<file path="config.mk">
export PLATFORM = sky130hd
export DESIGN_NAME = double_ended_queue_core
export DESIGN_NICKNAME = d
export VERILOG_FILES = /design/src/sv/dq_pkg.sv /design/src/sv/double_ended_queue_core.sv /design/src/sv/dq_ring.sv /design/src/sv/dq_ctrl.sv
export SDC_FILE = /design/constraint.sdc
export NUM_CORES = 1
export LEC_CHECK = 0
export BUFFER_PORTS_ARGS = -buffer_cell sky130_fd_sc_hd__buf_2
export CAP_MARGIN = 20
export CORE_MARGIN = 3
export CORE_UTILIZATION = 60
export DETAILED_ROUTE_END_ITERATION = 6
export HOLD_SLACK_MARGIN = 0.06
export PLACE_DENSITY = 0.77
export SYNTH_ARGS = -nofsm -noshare
export SYNTH_HDL_FRONTEND = slang
export SYNTH_SLANG_ARGS = --single-unit
export TNS_END_PERCENT = 50
</file>
<file path="constraint.sdc">
create_clock -name clk_i -period 6.5 [get_ports clk_i]
set_clock_uncertainty 0.1 [all_clocks]
set_input_delay 0.975 -clock clk_i [delete_from_list [all_inputs] [get_ports clk_i]]
set_output_delay 0.975 -clock clk_i [all_outputs]
set_load 0.01 [all_outputs]
</file>
<file path="src/sv/dq_pkg.sv">
// ----------------------------------------------------------------------------
// dq_pkg: shared types for the double-ended queue
// Command and status codes, and the result flags handed from the index
// control to the output stage.
// ----------------------------------------------------------------------------
package dq_pkg;

  // Field widths fixed by the stream format
  localparam int unsigned WordW = 32;
  localparam int unsigned CmdW  = 2;
  localparam int unsigned StatW = 2;

  typedef enum logic [CmdW-1:0] {
    CMD_PUSH_REAR  = 2'd0,
    CMD_POP_REAR   = 2'd1,
    CMD_PUSH_FRONT = 2'd2,
    CMD_POP_FRONT  = 2'd3
  } cmd_e;

  typedef enum logic [StatW-1:0] {
    STATUS_OK    = 2'd0,
    STATUS_FULL  = 2'd1,
    STATUS_EMPTY = 2'd2
  } status_e;

  // Per-request outcome travelling with the memory read
  typedef struct packed {
    status_e status;
    logic    pop_ok;
  } res_t;

endpackage

</file>
<file path="src/sv/double_ended_queue_core.sv">
// ----------------------------------------------------------------------------
// double_ended_queue_core: bounded double-ended queue of 32-bit words
// Ring store in a synchronous RAM with a two-register result path.
// ----------------------------------------------------------------------------
// Usage
//   Slave channel: tuser carries the command (push rear, pop rear, push
//   front, pop front), tdata the word to push (ignored for pops).
//   Master channel: one result per request. tdata carries the popped word
//   (zero unless a pop succeeded) and the fill count after the request;
//   tuser carries the status (ok, full on push, empty on pop).
//   A rejected push or pop leaves the queue untouched.
// Timing
//   A result passes the RAM read stage and then the output register.
//   Indices update at the accepting edge, so a request may be taken
//   every cycle; sustained rate is one request per cycle while the
//   receiver keeps up, limited by the single RAM read port.
// Reset and stalls
//   Reset empties the queue (indices and count cleared, RAM contents kept)
//   and drops any result in flight. When the receiver stalls, the output
//   register and the read stage fill, then s_axis_tready_o falls; no
//   request is lost.
// ----------------------------------------------------------------------------
module double_ended_queue_core #(
  parameter int unsigned DEPTH = 16,
  localparam int unsigned CW   = $clog2(DEPTH + 1),
  localparam int unsigned OW   = ((dq_pkg::WordW + CW + 7) / 8) * 8
) (
  input  logic                     clk_i,
  input  logic                     rst_ni,
  input  logic                     s_axis_tvalid_i,
  output logic                     s_axis_tready_o,
  input  logic [dq_pkg::WordW-1:0] s_axis_tdata_i,   // [31:0] value
  input  logic [dq_pkg::CmdW-1:0]  s_axis_tuser_i,   // [1:0] cmd
  output logic                     m_axis_tvalid_o,
  input  logic                     m_axis_tready_i,
  output logic [OW-1:0]            m_axis_tdata_o,   // popped, fill_count, zero pad
  output logic [dq_pkg::StatW-1:0] m_axis_tuser_o    // [1:0] status
);

  import dq_pkg::*;

  localparam int unsigned AW = $clog2(DEPTH);

  logic             accept;
  logic             we, re;
  logic [AW-1:0]    waddr, raddr;
  logic [WordW-1:0] rdata;
  res_t             res;
  logic [CW-1:0]    fill;

  logic             s1_valid_q;
  res_t             s1_res_q;
  logic [CW-1:0]    s1_fill_q;
  logic             s1_adv;

  logic             out_valid_q;
  logic [WordW-1:0] out_popped_q;
  status_e          out_status_q;
  logic [CW-1:0]    out_fill_q;

  // Handshake
  assign s1_adv          = s1_valid_q && (!out_valid_q || m_axis_tready_i);
  assign s_axis_tready_o = !s1_valid_q || !out_valid_q || m_axis_tready_i;
  assign accept          = s_axis_tvalid_i && s_axis_tready_o;

  dq_ctrl #(
    .DEPTH (DEPTH),
    .AW    (AW),
    .CW    (CW)
  ) u_ctrl (
    .clk_i    (clk_i),
    .rst_ni   (rst_ni),
    .accept_i (accept),
    .cmd_i    (cmd_e'(s_axis_tuser_i)),
    .we_o     (we),
    .waddr_o  (waddr),
    .re_o     (re),
    .raddr_o  (raddr),
    .res_o    (res),
    .fill_o   (fill)
  );

  dq_ring #(
    .DEPTH (DEPTH),
    .AW    (AW),
    .DW    (WordW)
  ) u_ring (
    .clk_i   (clk_i),
    .we_i    (we),
    .waddr_i (waddr),
    .wdata_i (s_axis_tdata_i),
    .re_i    (re),
    .raddr_i (raddr),
    .rdata_o (rdata)
  );

  // Read stage valid
  always_ff @(posedge clk_i or negedge rst_ni) begin
    if (!rst_ni) begin
      s1_valid_q <= 1'b0;
    end else if (accept) begin
      s1_valid_q <= 1'b1;
    end else if (s1_adv) begin
      s1_valid_q <= 1'b0;
    end
  end

  // Read stage payload, alongside the RAM read
  always_ff @(posedge clk_i) begin
    if (accept) begin
      s1_res_q  <= res;
      s1_fill_q <= fill;
    end
  end

  // Output register valid
  always_ff @(posedge clk_i or negedge rst_ni) begin
    if (!rst_ni) begin
      out_valid_q <= 1'b0;
    end else if (s1_adv) begin
      out_valid_q <= 1'b1;
    end else if (m_axis_tready_i) begin
      out_valid_q <= 1'b0;
    end
  end

  // Output register payload
  always_ff @(posedge clk_i) begin
    if (s1_adv) begin
      out_popped_q <= s1_res_q.pop_ok ? rdata : '0;
      out_status_q <= s1_res_q.status;
      out_fill_q   <= s1_fill_q;
    end
  end

  assign m_axis_tvalid_o = out_valid_q;
  assign m_axis_tdata_o  = {{(OW - WordW - CW){1'b0}}, out_fill_q, out_popped_q};
  assign m_axis_tuser_o  = out_status_q;

endmodule

</file>
<file path="src/sv/dq_ring.sv">
// ----------------------------------------------------------------------------
// dq_ring: ring store
// Single-port-write, single-port-read synchronous RAM, registered read data.
// ----------------------------------------------------------------------------
module dq_ring #(
  parameter int unsigned DEPTH = 16,
  parameter int unsigned AW    = 4,
  parameter int unsigned DW    = 32
) (
  input  logic          clk_i,
  input  logic          we_i,
  input  logic [AW-1:0] waddr_i,
  input  logic [DW-1:0] wdata_i,
  input  logic          re_i,
  input  logic [AW-1:0] raddr_i,
  output logic [DW-1:0] rdata_o
);

  logic [DW-1:0] mem [DEPTH];
  logic [DW-1:0] rdata_q;

  // Write port
  always_ff @(posedge clk_i) begin
    if (we_i) begin
      mem[waddr_i] <= wdata_i;
    end
  end

  // Read port, data held until the next read
  always_ff @(posedge clk_i) begin
    if (re_i) begin
      rdata_q <= mem[raddr_i];
    end
  end

  assign rdata_o = rdata_q;

endmodule

</file>
<file path="src/sv/dq_ctrl.sv">
// ----------------------------------------------------------------------------
// dq_ctrl: index and occupancy control
// Decodes each request, moves the front/rear indices and issues the
// ring store write or read.
// ----------------------------------------------------------------------------
module dq_ctrl #(
  parameter int unsigned DEPTH = 16,
  parameter int unsigned AW    = 4,
  parameter int unsigned CW    = 5
) (
  input  logic             clk_i,
  input  logic             rst_ni,
  input  logic             accept_i,
  input  dq_pkg::cmd_e     cmd_i,
  output logic             we_o,
  output logic [AW-1:0]    waddr_o,
  output logic             re_o,
  output logic [AW-1:0]    raddr_o,
  output dq_pkg::res_t     res_o,
  output logic [CW-1:0]    fill_o
);

  import dq_pkg::*;

  logic [AW-1:0] front_q, front_d;
  logic [AW-1:0] rear_q, rear_d;
  logic [CW-1:0] occ_q, occ_d;
  logic          full, empty;

  function automatic logic [AW-1:0] step_up(input logic [AW-1:0] idx);
    return (idx == AW'(DEPTH - 1)) ? '0 : idx + AW'(1);
  endfunction

  function automatic logic [AW-1:0] step_down(input logic [AW-1:0] idx);
    return (idx == '0) ? AW'(DEPTH - 1) : idx - AW'(1);
  endfunction

  assign full  = (occ_q == CW'(DEPTH));
  assign empty = (occ_q == '0);

  // Request decode
  always_comb begin
    front_d       = front_q;
    rear_d        = rear_q;
    occ_d         = occ_q;
    we_o          = 1'b0;
    waddr_o       = rear_q;
    re_o          = 1'b0;
    raddr_o       = front_q;
    res_o.status  = STATUS_OK;
    res_o.pop_ok  = 1'b0;
    if (accept_i) begin
      unique case (cmd_i)
        CMD_PUSH_REAR: begin
          if (full) begin
            res_o.status = STATUS_FULL;
          end else begin
            we_o    = 1'b1;
            waddr_o = rear_q;
            rear_d  = step_up(rear_q);
            occ_d   = occ_q + CW'(1);
          end
        end
        CMD_PUSH_FRONT: begin
          if (full) begin
            res_o.status = STATUS_FULL;
          end else begin
            we_o    = 1'b1;
            waddr_o = step_down(front_q);
            front_d = step_down(front_q);
            occ_d   = occ_q + CW'(1);
          end
        end
        CMD_POP_REAR: begin
          if (empty) begin
            res_o.status = STATUS_EMPTY;
          end else begin
            re_o         = 1'b1;
            raddr_o      = step_down(rear_q);
            rear_d       = step_down(rear_q);
            res_o.pop_ok = 1'b1;
            occ_d        = occ_q - CW'(1);
          end
        end
        CMD_POP_FRONT: begin
          if (empty) begin
            res_o.status = STATUS_EMPTY;
          end else begin
            re_o         = 1'b1;
            raddr_o      = front_q;
            front_d      = step_up(front_q);
            res_o.pop_ok = 1'b1;
            occ_d        = occ_q - CW'(1);
          end
        end
        default: ;
      endcase
    end
  end

  assign fill_o = occ_d;

  // Index registers
  always_ff @(posedge clk_i or negedge rst_ni) begin
    if (!rst_ni) begin
      front_q <= '0;
      rear_q  <= '0;
      occ_q   <= '0;
    end else begin
      front_q <= front_d;
      rear_q  <= rear_d;
      occ_q   <= occ_d;
    end
  end

endmodule

</file>
Word-level counts from Yosys, hierarchy flattened
Memory sizes are Yosys's and may differ from the RTL's. A register that Yosys moved wholly into a read port is not among the register bits.
Cells that the tools add are included.
W data, S select, Z words.
{"block": "word_totals", "word_cells": 82, "ff_bits": 62, "mem_bits_rw": 512, "n_memories": 1}
{"name": "u_ring.mem", "depth": 16, "word_bits": 32, "rd": 1, "rd_ports_with_merged_regs": 1, "write_ports": 1, "line": "dq_ring.sv:19", "text": "logic [DW-1:0] mem [DEPTH];"}
{"block": "classes", "eq_ne": 10, "n_reduce_logical": 19, "addsub": 6, "n_mux": 35}
{"cell": "$mux W4", "n": 14}
{"cell": "$pmux W4 S2", "n": 2}
{"cell": "$mux W5", "n": 3}
{"cell": "$mux W1", "n": 13}
{"cell": "$pmux W5 S2", "n": 1}
{"cell": "$add A4 B1 Y4 const B", "n": 2}
{"cell": "$eq A4 B4 Y1 const B", "n": 2}
{"cell": "$logic_not A4 Y1", "n": 2}
{"cell": "$ne A2 B2 Y1 const B", "n": 4}
{"cell": "$reduce_and A4 Y1", "n": 2}
{"cell": "$reduce_bool A2 Y1", "n": 4}
{"cell": "$sub A4 B1 Y4 const B", "n": 2}
{"cell": "$add A5 B1 Y5 const B", "n": 1}
{"cell": "$eq A5 B5 Y1 const B", "n": 1}
{"cell": "$logic_not A5 Y1", "n": 1}
{"cell": "$sub A5 B1 Y5 const B", "n": 1}
{"cell": "$eq A2 B2 Y1 const B", "n": 2}
{"cell": "$pmux W2 S2", "n": 1}
{"cell": "$reduce_or A2 Y1", "n": 2}
{"cell": "$logic_or A1 B1 Y1", "n": 3}
{"cell": "$eq A2 B1 Y1 const B", "n": 1}
{"cell": "$logic_and A1 B1 Y1", "n": 2}
{"cell": "$logic_not A1 Y1", "n": 2}
{"cell": "$logic_not A2 Y1", "n": 1}
{"cell": "$mux W2", "n": 1}

Depth between registers and ports, before layout
{"block": "depth", "depth_word": 7, "depth_mapped": 13, "depth_no_buf": 8}

Cells and area by module
Synthesis repeated with hierarchy kept, for this count alone.
{"block": "unflattened", "hier_cells": 1078, "area_unflattened_um2": 23177.2}
{"module": "dq_ring", "area_per_inst_um2": 20155.6, "cells_per_inst": 838, "seq_area_each_um2": 16335.7, "instances": 1}
{"module": "double_ended_queue_core", "area_per_inst_um2": 1794.2, "cells_per_inst": 94, "seq_area_each_um2": 1461.4, "instances": 1}
{"module": "dq_ctrl", "area_per_inst_um2": 1227.4, "cells_per_inst": 146, "seq_area_each_um2": 325.3, "instances": 1}

Worst setup path before layout
OpenSTA, ideal clock, no wires.
{"block": "synth_timing", "path_kind": "reg-to-reg", "from": "register u_ctrl.front_q[1]", "to": "memory u_ring.mem[14][0] (enable)", "period_less_slack_ps": 5744, "path_buffers": 4, "t_arrival_ps": 5176, "stages_incl_launch_ff": 13, "path_slack_ps": 756, "path_cell_list": "dfrtp_1 > buf_2 > inv_1 > clkbuf_1 > clkbuf_1 > clkbuf_1 > ha_1 > o21bai_1 > a21oi_1 > a31oi_1 > mux2i_1 > or4_1 > nor3b_1"}
{"block": "synth_via", "elab_chain_len": 5, "elab_cells_between_ends": 6}
{"element": "start: declaration", "line": "dq_ctrl.sv:25", "text": "logic [AW-1:0] front_q, front_d;"}
{"element": "start signal: assignment", "line": "dq_ctrl.sv:110", "text": "front_q <= front_d;"}
{"element": "$sub A4 B1 Y4 or $logic_not A4 Y1 (tied branches)", "line": "dq_ctrl.sv:35", "text": "return (idx == '0) ? AW'(DEPTH - 1) : idx - AW'(1);"}
{"element": "$mux W4 *", "line": "dq_ctrl.sv:35"}
{"element": "$mux W4 *", "line": "dq_ctrl.sv:65", "text": "if (full) begin"}
{"element": "$mux W4 *"}
{"element": "$mux W4 *", "line": "dq_ctrl.sv:52", "text": "if (accept_i) begin"}
{"element": "end: declaration", "line": "dq_ring.sv:19"}
Mark *: on every way between the ends. The rest lies on a longest branch, timed or not.

Final worst setup path
{"block": "layout_timing", "from": "register u_ctrl.occ_q[1]", "to": "register u_ring.rdata_q[29], in the netlist u_ring.rdata_o[29], read port of u_ring.mem (data pin)"}
{"block": "layout_via", "elab_chain_len": 4, "elab_cells_between_ends": 7}
{"element": "start: declaration", "line": "dq_ctrl.sv:27", "text": "logic [CW-1:0] occ_q, occ_d;"}
{"element": "start signal: assignment", "line": "dq_ctrl.sv:108", "text": "occ_q <= '0;"}
{"element": "start signal: assignment", "line": "dq_ctrl.sv:112", "text": "occ_q <= occ_d;"}
{"element": "$logic_not A5 Y1 *", "line": "dq_ctrl.sv:39", "text": "assign empty = (occ_q == '0);"}
{"element": "$mux W4 or $mux W1 (tied branches)", "line": "dq_ctrl.sv:75, dq_ctrl.sv:86"}
{"element": "$mux W4 or $mux W1 (tied branches)"}
{"element": "$mux W4 or $mux W1 (tied branches)", "line": "dq_ctrl.sv:52"}
{"element": "end: declaration", "line": "dq_ring.sv:20", "text": "logic [DW-1:0] rdata_q;"}
Marked as above.
A chain may end at the register's enable or synchronous reset.

==> results.toml <==
[clock_network]
ctsResizeCount = 0
clock_latency_ns = 0.63
cts_buffers = 60
clk_path_buf_depth = 3
htreeDepth = 2
cts.sinks = 606
cts_tree = "yes"
clk_pin_slew_ns = 0.06
cts-hold-fix-buffers = 0
cts_root_buf = "clkbuf_16"
post_cts_buffers = 0

[setup_path]
required_ns = 6.75
critPathMaxFanout = 41
endpoint_kind = "register"
crit_slowest_cell = "o2111ai_4"
start_kind = "register"
cpPeakStageDelay_ns = 0.79
critPathKind = "reg -> reg"
crit_path_cell_trace = "inv_1 -> ha_1 -> or3b_1 -> o2111ai_4 -> mux2i_4 -> buf_4 -> mux2i_1 -> o22a_1 -> nand4_1"
arrival_ns = 4.54

[final_layout]
utilization = 0.682
area_growth_pct = 11.2
drive_above_1_share = 0.268
num-fill-cells = 2833
final_cell_mix = "591 x edfxtp_1, 176 x mux4_2, 127 x a21oi_1"
final_common_cell = "edfxtp_1"
final_cell_area_um2 = 30500
nNetsFinal = 1750

[placement]
hpwl_um = 38400
placed_area_um2 = 28500
routabilityCongestion = 0.833
port_buffers = 78

[synth]
synth-edff-count = 591
synth_mux_area_frac = 0.181
synth_top_family_by_area = "multiplexers"
yosysWarnings = 0
synth_cells = 1641
synth_fa_ha_area_frac = 0.00274
synthFlopType = "edfxtp_1"
synth_compound_area_frac = 0.0782
synthXorXnorAreaFrac = 0.00224
ys_ff_latch = 606
synth-simple-area-share = 0.0520
async_flop_share = 0.0248
avgSynthCellArea_um2 = 16.7
yosysUniqueCellTypes = 62
ys_seq_area_frac = 0.661
syn_area_um2 = 27400

[sta]
finalSetupViolations = 0
hold_violations = 0
min_period_ns = 4.28
slew_violations = 0
worst_pin_slew_ns = 1.25
finalSetupTns_ns = 0
clock.fmax_mhz = 234
max_slew_margin = 0.170
fin_crit_sh = 0.659
grt_setup_unrepaired = "no"

[flow_run]
drv_cap = 0

[worst_hold_path]
min_path_type = "in -> async"

[global_routing]
antenna_found_initial = 3
grt-ovfl-total = 0
grt_max_degree = 100
grt_pass1_wl_um = 105000
grt_pass1_vias = 16800
grtUsageTotal = 0.295

[pwr]
leakagePower_nw = 9.90
p_total_mw = 12.9
power.density_nw_per_um2 = 425
ir_drop_v = 0.000519

[die]
initial_utilization = 0.613
chipWidth_um = 220
ios = 82
fp-row-count = 77
die-area_um2 = 48300
coreArea_um2 = 44700
die_h_um = 220

[route]
drc_errors = 0
ant_nets = 0
post_drt_wl_per_cell_um = 30.0
first_pass_iters = 5
initialDrtViolationCount = 2539
via_per_inst = 7.18
drt-total-wl_um = 70500
vias = 16900

[outcome]
status = "complete, no violations"
-- per-stage QoR --
| stage | std cells | hold slack [ns] | setup slack (ns) |
|---|---|---|---|
| after detailed placement | 2235 | 0.307 | 1.91 |
| final | 2347 | 0.170 | 2.22 |
| after global placement | 2234 | 0.301 | 1.98 |
| after floorplan | 1643 | 0.300 | 0.756 |
| after global routing | 2346 | 0.186 | 2.08 |
| after CTS | 2344 | 0.161 | 2.29 |
-- path summary, 6_finish.rpt --
kind                       slack (ns)  depth (start not counted)                  to             from
min reg2reg                      0.32                          0   m_axis_tuser_o[1]      s1_res_q[2]
min                              0.17                          1   u_ctrl.front_q[1]           rst_ni
max in group asynchronous        5.81                          1   u_ctrl.front_q[0]           rst_ni
max                              2.22                          9  u_ring.rdata_o[29]  u_ctrl.occ_q[1]
max reg2reg                      2.22                          9  u_ring.rdata_o[29]  u_ctrl.occ_q[1]
min in group clk_i               0.32                          0   m_axis_tuser_o[1]      s1_res_q[2]
-- worst max-delay path: cells and delay by family (launching register included) --
kind / cells / cell delay, ns
flops: 1 / 0.43
mux: 2 / 0.93
compound gates: 2 / 0.98
fa+ha+maj: 1 / 0.20
buf+inv: 2 / 0.78
simple gates: 2 / 0.58
-- cell usage after synthesis (13+ instances only) --
cell type,number,area share
a211o_1,26,0.0083
a211oi_1,20,0.0055
a21oi_1,129,0.024
a221o_1,13,0.0047
and2_1,34,0.0078
buf_2,37,0.0068
clkbuf_1,70,0.0096
dfrtp_1,15,0.014
edfxtp_1,591,0.65
mux2_2,42,0.017
mux2i_1,53,0.019
mux4_2,176,0.14
nand2_1,102,0.014
nand3_1,19,0.0035
nand4_1,19,0.0043
nor2_1,38,0.0052
nor3_1,31,0.0057
o21ai_0,32,0.0058
o221ai_1,20,0.0064
o22a_1,18,0.0058
o22ai_1,16,0.0037
o31ai_1,14,0.0038
or4_1,15,0.0041
-- cell type report --
type | count | area [um2] | area share
clock inverters | 24 | 204 | 0.00669
clock buffers | 85 | 1700 | 0.0557
well taps | 592 | 741 | 0.0243
multi-input cells | 896 | 8840 | 0.290
flip-flops and latches | 606 | 18100 | 0.595
repair buffers | 128 | 798 | 0.0262
inverters | 14 | 57.6 | 0.00189
diodes | 2 | 5.00 | 0.000164
-- where the power goes --
group / switching, mW / internal (mW) / total, mW
combinational: 2.60 / 2.01 / 4.61
clock: 1.44 / 1.93 / 3.36
sequential: 0.313 / 4.65 / 4.97
-- per-layer routing --
metal	vias up	wire, um	track usage
met5	-	0	0
met2	1221	33700	0.462
met1	8573	26400	0.417
li1	6890	-	-
met4	0	2210	0.114
met3	166	8230	0.0619
-- kinds of logic after synthesis --
group,after synthesis
buffers and inverters,141
DFF,606
adders and majority gates,6
muxes,271
and+or+nand+nor,288
other,1
xor gates and xnor gates,7
AOI/OAI and AO/OA,321
-- flip-flops by register name (all words and copies together), names as in the netlist --
name             cells
out_popped_q        32
s1_res_q             3
u_ring.mem         512
u_ring.rdata_o      32
s1_valid_q           1
u_ctrl.occ_q         5
s1_fill_q            5
m_axis_tuser_o       2
u_ctrl.rear_q        4
u_ctrl.front_q       4
m_axis_tvalid_o      1
out_fill_q           5
Power figures use the tool's default switching activity.
